[config.mk]
export PLATFORM = sky130hd
export DESIGN_NAME = ticket_table
export DESIGN_NICKNAME = d
export VERILOG_FILES = /design/src/rtl/tt_pkg.sv /design/src/rtl/tt_ram.sv /design/src/rtl/ticket_table.sv
export SDC_FILE = /design/constraint.sdc
export NUM_CORES = 2
export LEC_CHECK = 0
export ABC_AREA = 1
export BUFFER_PORTS_ARGS = -buffer_cell sky130_fd_sc_hd__buf_2
export CORE_AREA = 5 5 386 388
export CTS_CLUSTER_DIAMETER = 100
export CTS_CLUSTER_SIZE = 14
export DETAILED_ROUTE_END_ITERATION = 8
export DIE_AREA = 0 0 391 393
export SLEW_MARGIN = 20
export SYNTH_ARGS = -nofsm -noshare
export SYNTH_HDL_FRONTEND = slang
export SYNTH_SLANG_ARGS = --single-unit
[constraint.sdc]
create_clock -name clk -period 7.5 [get_ports clk]
set_input_delay 1.5 -clock clk [delete_from_list [all_inputs] [get_ports clk]]
set_output_delay 1.5 -clock clk [all_outputs]
set_load 0.05 [all_outputs]
[src/rtl/tt_pkg.sv]
`timescale 1ns / 1ps
`default_nettype none

package tt_pkg;

	localparam int TABLE_SLOTS_DEF = 16;

	localparam int NUMBER_W = 32;
	localparam int HANDLE_W = 48;
	localparam int MODE_W   = 2;
	localparam int STATUS_W = 2;

	// operation codes
	localparam logic [MODE_W-1:0] MODE_GENERATE = 2'd0;
	localparam logic [MODE_W-1:0] MODE_VERIFY   = 2'd1;
	localparam logic [MODE_W-1:0] MODE_REVOKE   = 2'd2;

	// result codes
	localparam logic [STATUS_W-1:0] STAT_OK        = 2'd0;
	localparam logic [STATUS_W-1:0] STAT_NOT_FOUND = 2'd1;
	localparam logic [STATUS_W-1:0] STAT_FULL      = 2'd2;

	typedef enum logic [1:0] {
		ST_IDLE,
		ST_FREE,
		ST_MATCH,
		ST_RESP
	} state_t;

endpackage

`default_nettype wire

[src/rtl/tt_ram.sv]
`timescale 1ns / 1ps
`default_nettype none

module tt_ram #(
	parameter int WIDTH = 8,
	parameter int DEPTH = 16,
	localparam int ADDR_W = (DEPTH > 1) ? $clog2(DEPTH) : 1
) (
	input  wire logic              clk,
	input  wire logic              wr_en,
	input  wire logic [ADDR_W-1:0] wr_addr,
	input  wire logic [WIDTH-1:0]  wr_data,
	input  wire logic              rd_en,
	input  wire logic [ADDR_W-1:0] rd_addr,
	output      logic [WIDTH-1:0]  rd_data
);

	logic [WIDTH-1:0] mem_q [DEPTH];

	always_ff @(posedge clk) begin
		if (wr_en) begin
			mem_q[wr_addr] <= wr_data;
		end
		if (rd_en) begin
			rd_data <= mem_q[rd_addr];
		end
	end

endmodule

`default_nettype wire

[src/rtl/ticket_table.sv]
`timescale 1ns / 1ps
`default_nettype none

// ticket_table: bounded table of issued tickets, one identifier/handle pair per slot.
// Input channel (in_valid / in_stall) carries one item: mode, ticket_number, handle_value.
// Output channel (out_valid / out_stall) returns one result item per input item:
// status, issued_number, bound_handle.
// Items are handled one at a time. A generate walks the live bits one slot a cycle
// and takes the lowest free slot, answering full if none is free. Verify and revoke
// stream the slot memory (one read port, registered read data) and stop at the
// lowest live match, answering not found if none matches. Mode 3 answers not
// found. in_stall is high while an item is in flight.
// The result waits in an output register; a stalled receiver holds it there, and
// the next item is accepted meanwhile but its result waits until the register frees.
// Reset clears all live bits, the identifier counter and the output valid at once;
// no clearing pass is needed and the slot memory itself is never cleared.

module ticket_table
	import tt_pkg::*;
#(
	parameter int TABLE_SLOTS = TABLE_SLOTS_DEF
) (
	input  wire logic                clk,
	input  wire logic                arst_n,
	input  wire logic                in_valid,
	output      logic                in_stall,
	input  wire logic [MODE_W-1:0]   mode,
	input  wire logic [NUMBER_W-1:0] ticket_number,
	input  wire logic [HANDLE_W-1:0] handle_value,
	output      logic                out_valid,
	input  wire logic                out_stall,
	output      logic [STATUS_W-1:0] status,
	output      logic [NUMBER_W-1:0] issued_number,
	output      logic [HANDLE_W-1:0] bound_handle
);

	localparam int IDX_W = (TABLE_SLOTS > 1) ? $clog2(TABLE_SLOTS) : 1;
	localparam int CNT_W = $clog2(TABLE_SLOTS + 1);
	localparam int ENT_W = NUMBER_W + HANDLE_W;
	localparam logic [CNT_W-1:0] CNT_END = CNT_W'(TABLE_SLOTS);

	state_t state_q, state_d;

	// item under work
	logic [MODE_W-1:0]   mode_q;
	logic [NUMBER_W-1:0] number_q;
	logic [HANDLE_W-1:0] handle_q;

	// table state
	logic [TABLE_SLOTS-1:0] live_q;
	logic [NUMBER_W-1:0]    next_number_q;

	// scan control
	logic [CNT_W-1:0] cnt_q;
	logic             chk_vld_s1;
	logic [IDX_W-1:0] chk_idx_s1;

	// pending result
	logic [STATUS_W-1:0] res_status_q;
	logic [NUMBER_W-1:0] res_issued_q;
	logic [HANDLE_W-1:0] res_bound_q;

	// output register
	logic                out_valid_q;
	logic [STATUS_W-1:0] status_q;
	logic [NUMBER_W-1:0] issued_q;
	logic [HANDLE_W-1:0] bound_q;

	// memory ports
	logic             ram_wr_en;
	logic             ram_rd_en;
	logic [IDX_W-1:0] cnt_idx;
	logic [ENT_W-1:0] ram_wr_data;
	logic [ENT_W-1:0] ram_rd_data;
	logic [NUMBER_W-1:0] rd_number;
	logic [HANDLE_W-1:0] rd_handle;

	// decisions
	logic in_take;
	logic out_load;
	logic scan_end;
	logic free_hit;
	logic match_hit;
	logic match_miss;

	assign cnt_idx   = cnt_q[IDX_W-1:0];
	assign rd_number = ram_rd_data[ENT_W-1:HANDLE_W];
	assign rd_handle = ram_rd_data[HANDLE_W-1:0];

	tt_ram #(
		.WIDTH (ENT_W),
		.DEPTH (TABLE_SLOTS)
	) u_slot_ram (
		.clk     (clk),
		.wr_en   (ram_wr_en),
		.wr_addr (cnt_idx),
		.wr_data (ram_wr_data),
		.rd_en   (ram_rd_en),
		.rd_addr (cnt_idx),
		.rd_data (ram_rd_data)
	);

	// next state
	always_comb begin
		state_d = state_q;
		case (state_q)
			ST_IDLE: begin
				if (in_valid) begin
					if (mode == MODE_GENERATE) begin
						state_d = ST_FREE;
					end else if (mode == MODE_VERIFY || mode == MODE_REVOKE) begin
						state_d = ST_MATCH;
					end else begin
						state_d = ST_RESP;
					end
				end
			end
			ST_FREE: begin
				if (scan_end || free_hit) begin
					state_d = ST_RESP;
				end
			end
			ST_MATCH: begin
				if (match_hit || match_miss) begin
					state_d = ST_RESP;
				end
			end
			ST_RESP: begin
				if (out_load) begin
					state_d = ST_IDLE;
				end
			end
			default: begin
				state_d = ST_IDLE;
			end
		endcase
	end

	// outputs and datapath controls
	always_comb begin
		in_stall    = 1'b1;
		in_take     = 1'b0;
		out_load    = 1'b0;
		scan_end    = (cnt_q == CNT_END);
		free_hit    = 1'b0;
		match_hit   = 1'b0;
		match_miss  = 1'b0;
		ram_wr_en   = 1'b0;
		ram_rd_en   = 1'b0;
		ram_wr_data = {next_number_q, handle_q};
		case (state_q)
			ST_IDLE: begin
				in_stall = 1'b0;
				in_take  = in_valid;
			end
			ST_FREE: begin
				free_hit  = !scan_end && !live_q[cnt_idx];
				ram_wr_en = free_hit;
			end
			ST_MATCH: begin
				ram_rd_en  = !scan_end;
				match_hit  = chk_vld_s1 && live_q[chk_idx_s1] && (rd_number == number_q)
					&& ((mode_q != MODE_VERIFY) || (rd_handle == handle_q));
				match_miss = !chk_vld_s1 && scan_end;
			end
			ST_RESP: begin
				out_load = !out_valid_q || !out_stall;
			end
			default: begin
				in_stall = 1'b1;
			end
		endcase
	end

	// control registers
	always_ff @(posedge clk or negedge arst_n) begin
		if (!arst_n) begin
			state_q       <= ST_IDLE;
			live_q        <= '0;
			next_number_q <= '0;
			chk_vld_s1    <= 1'b0;
			out_valid_q   <= 1'b0;
		end else begin
			state_q <= state_d;
			if (free_hit) begin
				live_q[cnt_idx] <= 1'b1;
				next_number_q   <= next_number_q + NUMBER_W'(1);
			end
			if (match_hit && (mode_q == MODE_REVOKE)) begin
				live_q[chk_idx_s1] <= 1'b0;
			end
			// track whether a read is coming back next cycle
			chk_vld_s1 <= ram_rd_en;
			if (out_load) begin
				out_valid_q <= 1'b1;
			end else if (!out_stall) begin
				out_valid_q <= 1'b0;
			end
		end
	end

	// payload registers
	always_ff @(posedge clk) begin
		if (in_take) begin
			mode_q       <= mode;
			number_q     <= ticket_number;
			handle_q     <= handle_value;
			cnt_q        <= '0;
			res_status_q <= STAT_NOT_FOUND;
			res_issued_q <= '0;
			res_bound_q  <= '0;
		end
		if (state_q == ST_FREE) begin
			if (scan_end) begin
				res_status_q <= STAT_FULL;
			end else if (free_hit) begin
				res_status_q <= STAT_OK;
				res_issued_q <= next_number_q;
			end else begin
				cnt_q <= cnt_q + CNT_W'(1);
			end
		end
		if (ram_rd_en) begin
			// advance the read address; hold the slot index for the compare
			cnt_q      <= cnt_q + CNT_W'(1);
			chk_idx_s1 <= cnt_idx;
		end
		if (match_hit) begin
			res_status_q <= STAT_OK;
			res_bound_q  <= (mode_q == MODE_VERIFY) ? rd_handle : '0;
		end
		if (out_load) begin
			status_q <= res_status_q;
			issued_q <= res_issued_q;
			bound_q  <= res_bound_q;
		end
	end

	assign out_valid     = out_valid_q;
	assign status        = status_q;
	assign issued_number = issued_q;
	assign bound_handle  = bound_q;

endmodule

`default_nettype wire
==> results.json <==
{
  "post_synth_fa_ha_maj_area_fraction": 0.00213,
  "synth_mux_area_frac": 0,
  "dieArea_um2": 154000,
  "synth_top_flop_cell": "edfxtp_1",
  "synth_xor_area_frac": 0.0106,
  "synth_compound_area_frac": 0.0886,
  "p_leak_nw": 24.2,
  "crit_type": "reg2reg",
  "final_cells": 7019,
  "ys.warnings.count": 0,
  "wl_per_cell_um": 23.7,
  "synth_top_area_share": 0.732,
  "num_vias": 39309,
  "yosys.area.top_type": "edfxtp_1",
  "globalplace.congestion": 0.835,
  "synth_edf_count": 1576,
  "clk_pin_slew_ns": 0.07,
  "drc": 0,
  "seq_area_frac_synth": 0.764,
  "synth_most_common_cell": "edfxtp_1",
  "synth_cell_types": 40,
  "numPortBuffers": 169,
  "hold_slack_ns": 0.418,
  "synthSimpleGateAreaFrac": 0.104,
  "dr.pass1.iters": 7,
  "critPathArrivalTime_ns": 5.36,
  "status": "completed",
  "synth_top_family_by_area": "simple AND/OR/NAND/NOR gates",
  "grt_max_degree": 241,
  "worstMarginPinSlew_ns": 1.17,
  "worst-path-max-fanout": 157,
  "root_buffer": "clkbuf_16",
  "routed_wl_um": 166000,
  "cts_buffer_depth": 3,
  "fillers": 12627,
  "post_cts_buffers": 0,
  "finalNetCount": 5149,
  "final_hold_viol_count": 0,
  "place_ws_ns": 2.14,
  "cts_resized": 0,
  "fin_util": 0.491,
  "clock_skew_ns": 0.0267,
  "htreeDepth": 4,
  "drive_gt1_frac": 0.0806,
  "grt_antenna_before_repair": 5,
  "end_kind": "flop",
  "cp.required_ns": 7.90,
  "r2r_slack_ns": 2.54,
  "rsz0062_at_grt": "false",
  "synthCells": 4983,
  "syn_avg_cell_area_um2": 13.0,
  "grtUsageTotal": 0.214,
  "dieWidth_um": 391,
  "num_rows": 140,
  "timing.setup.tns_ns": 0,
  "cp-start-kind": "flop",
  "multiInputGateArea_um2": 13300,
  "slew_viol_final": 0,
  "clock_latency_ns": 0.79,
  "vias_per_cell": 5.60,
  "grt_pass1_wl_um": 246000,
  "clkSinkCount": 1667,
  "synth_area_um2": 64700,
  "setup_ws_ns": 2.54,
  "seq_area_um2": 49400,
  "pin_count": 170,
  "syn_nets": 5080,
  "dp_hpwl_um": 86900,
  "synthToLayoutAreaGrowth_pct": 10.0,
  "fp.dieH_um": 393,
  "setup_viol": 0,
  "cts_tree": "yes",
  "grt-ovfl-total": 0,
  "power.density_cell_area_nw_per_um2": 367,
  "start_util": 0.446,
  "ys_top_cells_by_count": "edfxtp_1 (1,576), nor2_1 (802), o21ai_0 (680)",
  "max_freq_mhz": 202,
  "first_global_vias": 38167,
  "drt_iter0_drc": 3654,
  "ys_ff_latch": 1667,
  "min_period_ns": 4.96,
  "ys_top_cells_by_area": "edfxtp_1 (73%), o21ai_0 (5.3%), nor2_1 (4.7%), nand2_1 (3.7%), o22ai_1 (3.1%)",
  "postRouteAntennaNets": 0,
  "cap_violations": 0,
  "finalCritPeriodShare": 0.661,
  "cts_buffers": 139,
  "hp-class": "reg2reg",
  "placedCellCount": 6827,
  "peakVddDrop_uv": 281,
  "ctsHoldBuffers": 0,
  "core-area_um2": 145000,
  "relSlewSlack": 0.220,
  "async_flop_share": 0.0312
}
-- power breakdown --
group / leakage (nW) / switching [W] / internal (W)
registers: 15.6 / 0.000780 / 0.0115
clock network: 1.90 / 0.00324 / 0.00349
logic: 6.62 / 0.00526 / 0.00187
-- registers in the layout (all words and copies together), names as in the netlist, 4 cells and up --
| register | count |
|---|---|
| live_q | 16 |
| cnt_q | 5 |
| u_slot_ram.rd_data | 80 |
| res_bound_q | 48 |
| res_issued_q | 32 |
| handle_q | 48 |
| u_slot_ram.mem_q | 1280 |
| next_number_q | 32 |
| number_q | 32 |
| chk_idx_s1 | 4 |
| bound_handle | 48 |
| issued_number | 32 |
-- area by class of cell --
type / count / area share
clock inverters: 18 / 0.00357
flip-flops and latches: 1667 / 0.694
diodes: 2 / 0.0000703
repair buffers: 205 / 0.0166
well taps: 1917 / 0.0337
clock buffers: 171 / 0.0515
inverters: 222 / 0.0132
multi-input cells: 2817 / 0.187
-- routing by layer --
layer | share of wire | GRT usage
met5 | 0.00010 | 0
met1 | 0.43 | 0.295
met4 | 0.022 | 0.0582
met2 | 0.49 | 0.361
met3 | 0.058 | 0.0292
-- worst paths after layout --
check                      cells past startpoint                           from                           endpoint
setup / recovery                              11               cnt_q[1]$_DFF_P_  u_slot_ram.mem_q[7][76]$_DFFE_PP_
max in group asynchronous                      2                         arst_n      next_number_q[31]$_DFFE_PN0P_
setup reg to reg                              11               cnt_q[1]$_DFF_P_  u_slot_ram.mem_q[7][76]$_DFFE_PP_
hold reg to reg                                0  res_bound_q[43]$_SDFFCE_PN0P_         bound_handle[43]$_DFFE_PP_
min in group asynchronous                      2                         arst_n             state_q[0]$_DFFE_PN0P_
hold / removal                                 0  res_bound_q[43]$_SDFFCE_PN0P_         bound_handle[43]$_DFFE_PP_
-- worst max-delay path, cell delays in order, from the launching register on --
cell and delay, ns:
dfxtp_4 0.70, buf_16 0.32, inv_8 0.35, buf_4 0.54
a21oi_1 0.27, o21ai_1 0.09, nand3_1 0.12, nand2_1 0.10
nor2_4 0.37, nand3_1 0.29, inv_6 0.50, buf_4 0.69
-- cells by family after synthesis --
| kind of cell | Yosys count |
|---|---|
| flops | 1667 |
| compound gates | 1057 |
| buf+inv | 499 |
| xor+xnor | 78 |
| simple gates | 1671 |
| fa+ha+maj | 11 |
-- layout by cell type (no fill, tap or decap), types with 4 or more instances in the layout --
cell type	synthesis	final
inv_8	0	4
clkbuf_16	0	142
nand4_1	95	95
xnor2_1	47	47
clkbuf_1	214	29
nand2_2	4	4
inv_2	6	4
nor2_1	802	802
dfxtp_1	39	37
buf_2	21	169
buf_4	9	32
edfxtp_1	1576	1576
a21oi_1	23	22
nand2_1	644	643
nor3_1	19	19
nand3_1	89	89
o21ai_0	680	680
inv_1	216	197
inv_6	0	24
dfrtp_1	52	52
ha_1	11	11
xor2_1	31	31
o21ai_1	23	23
nor4_1	4	4
o22ai_1	322	322
clkinv_8	0	5
-- per-stage QoR --
step | power (W) | instance area, um^2
after floorplan | 0.0171 | 64700
final | 0.0261 | 71200
after CTS | 0.0263 | 71100
after detailed placement | 0.0196 | 67200
after global placement | 0.0195 | 67200
after global routing | 0.0275 | 71200
(Power assumes the default switching activity.)
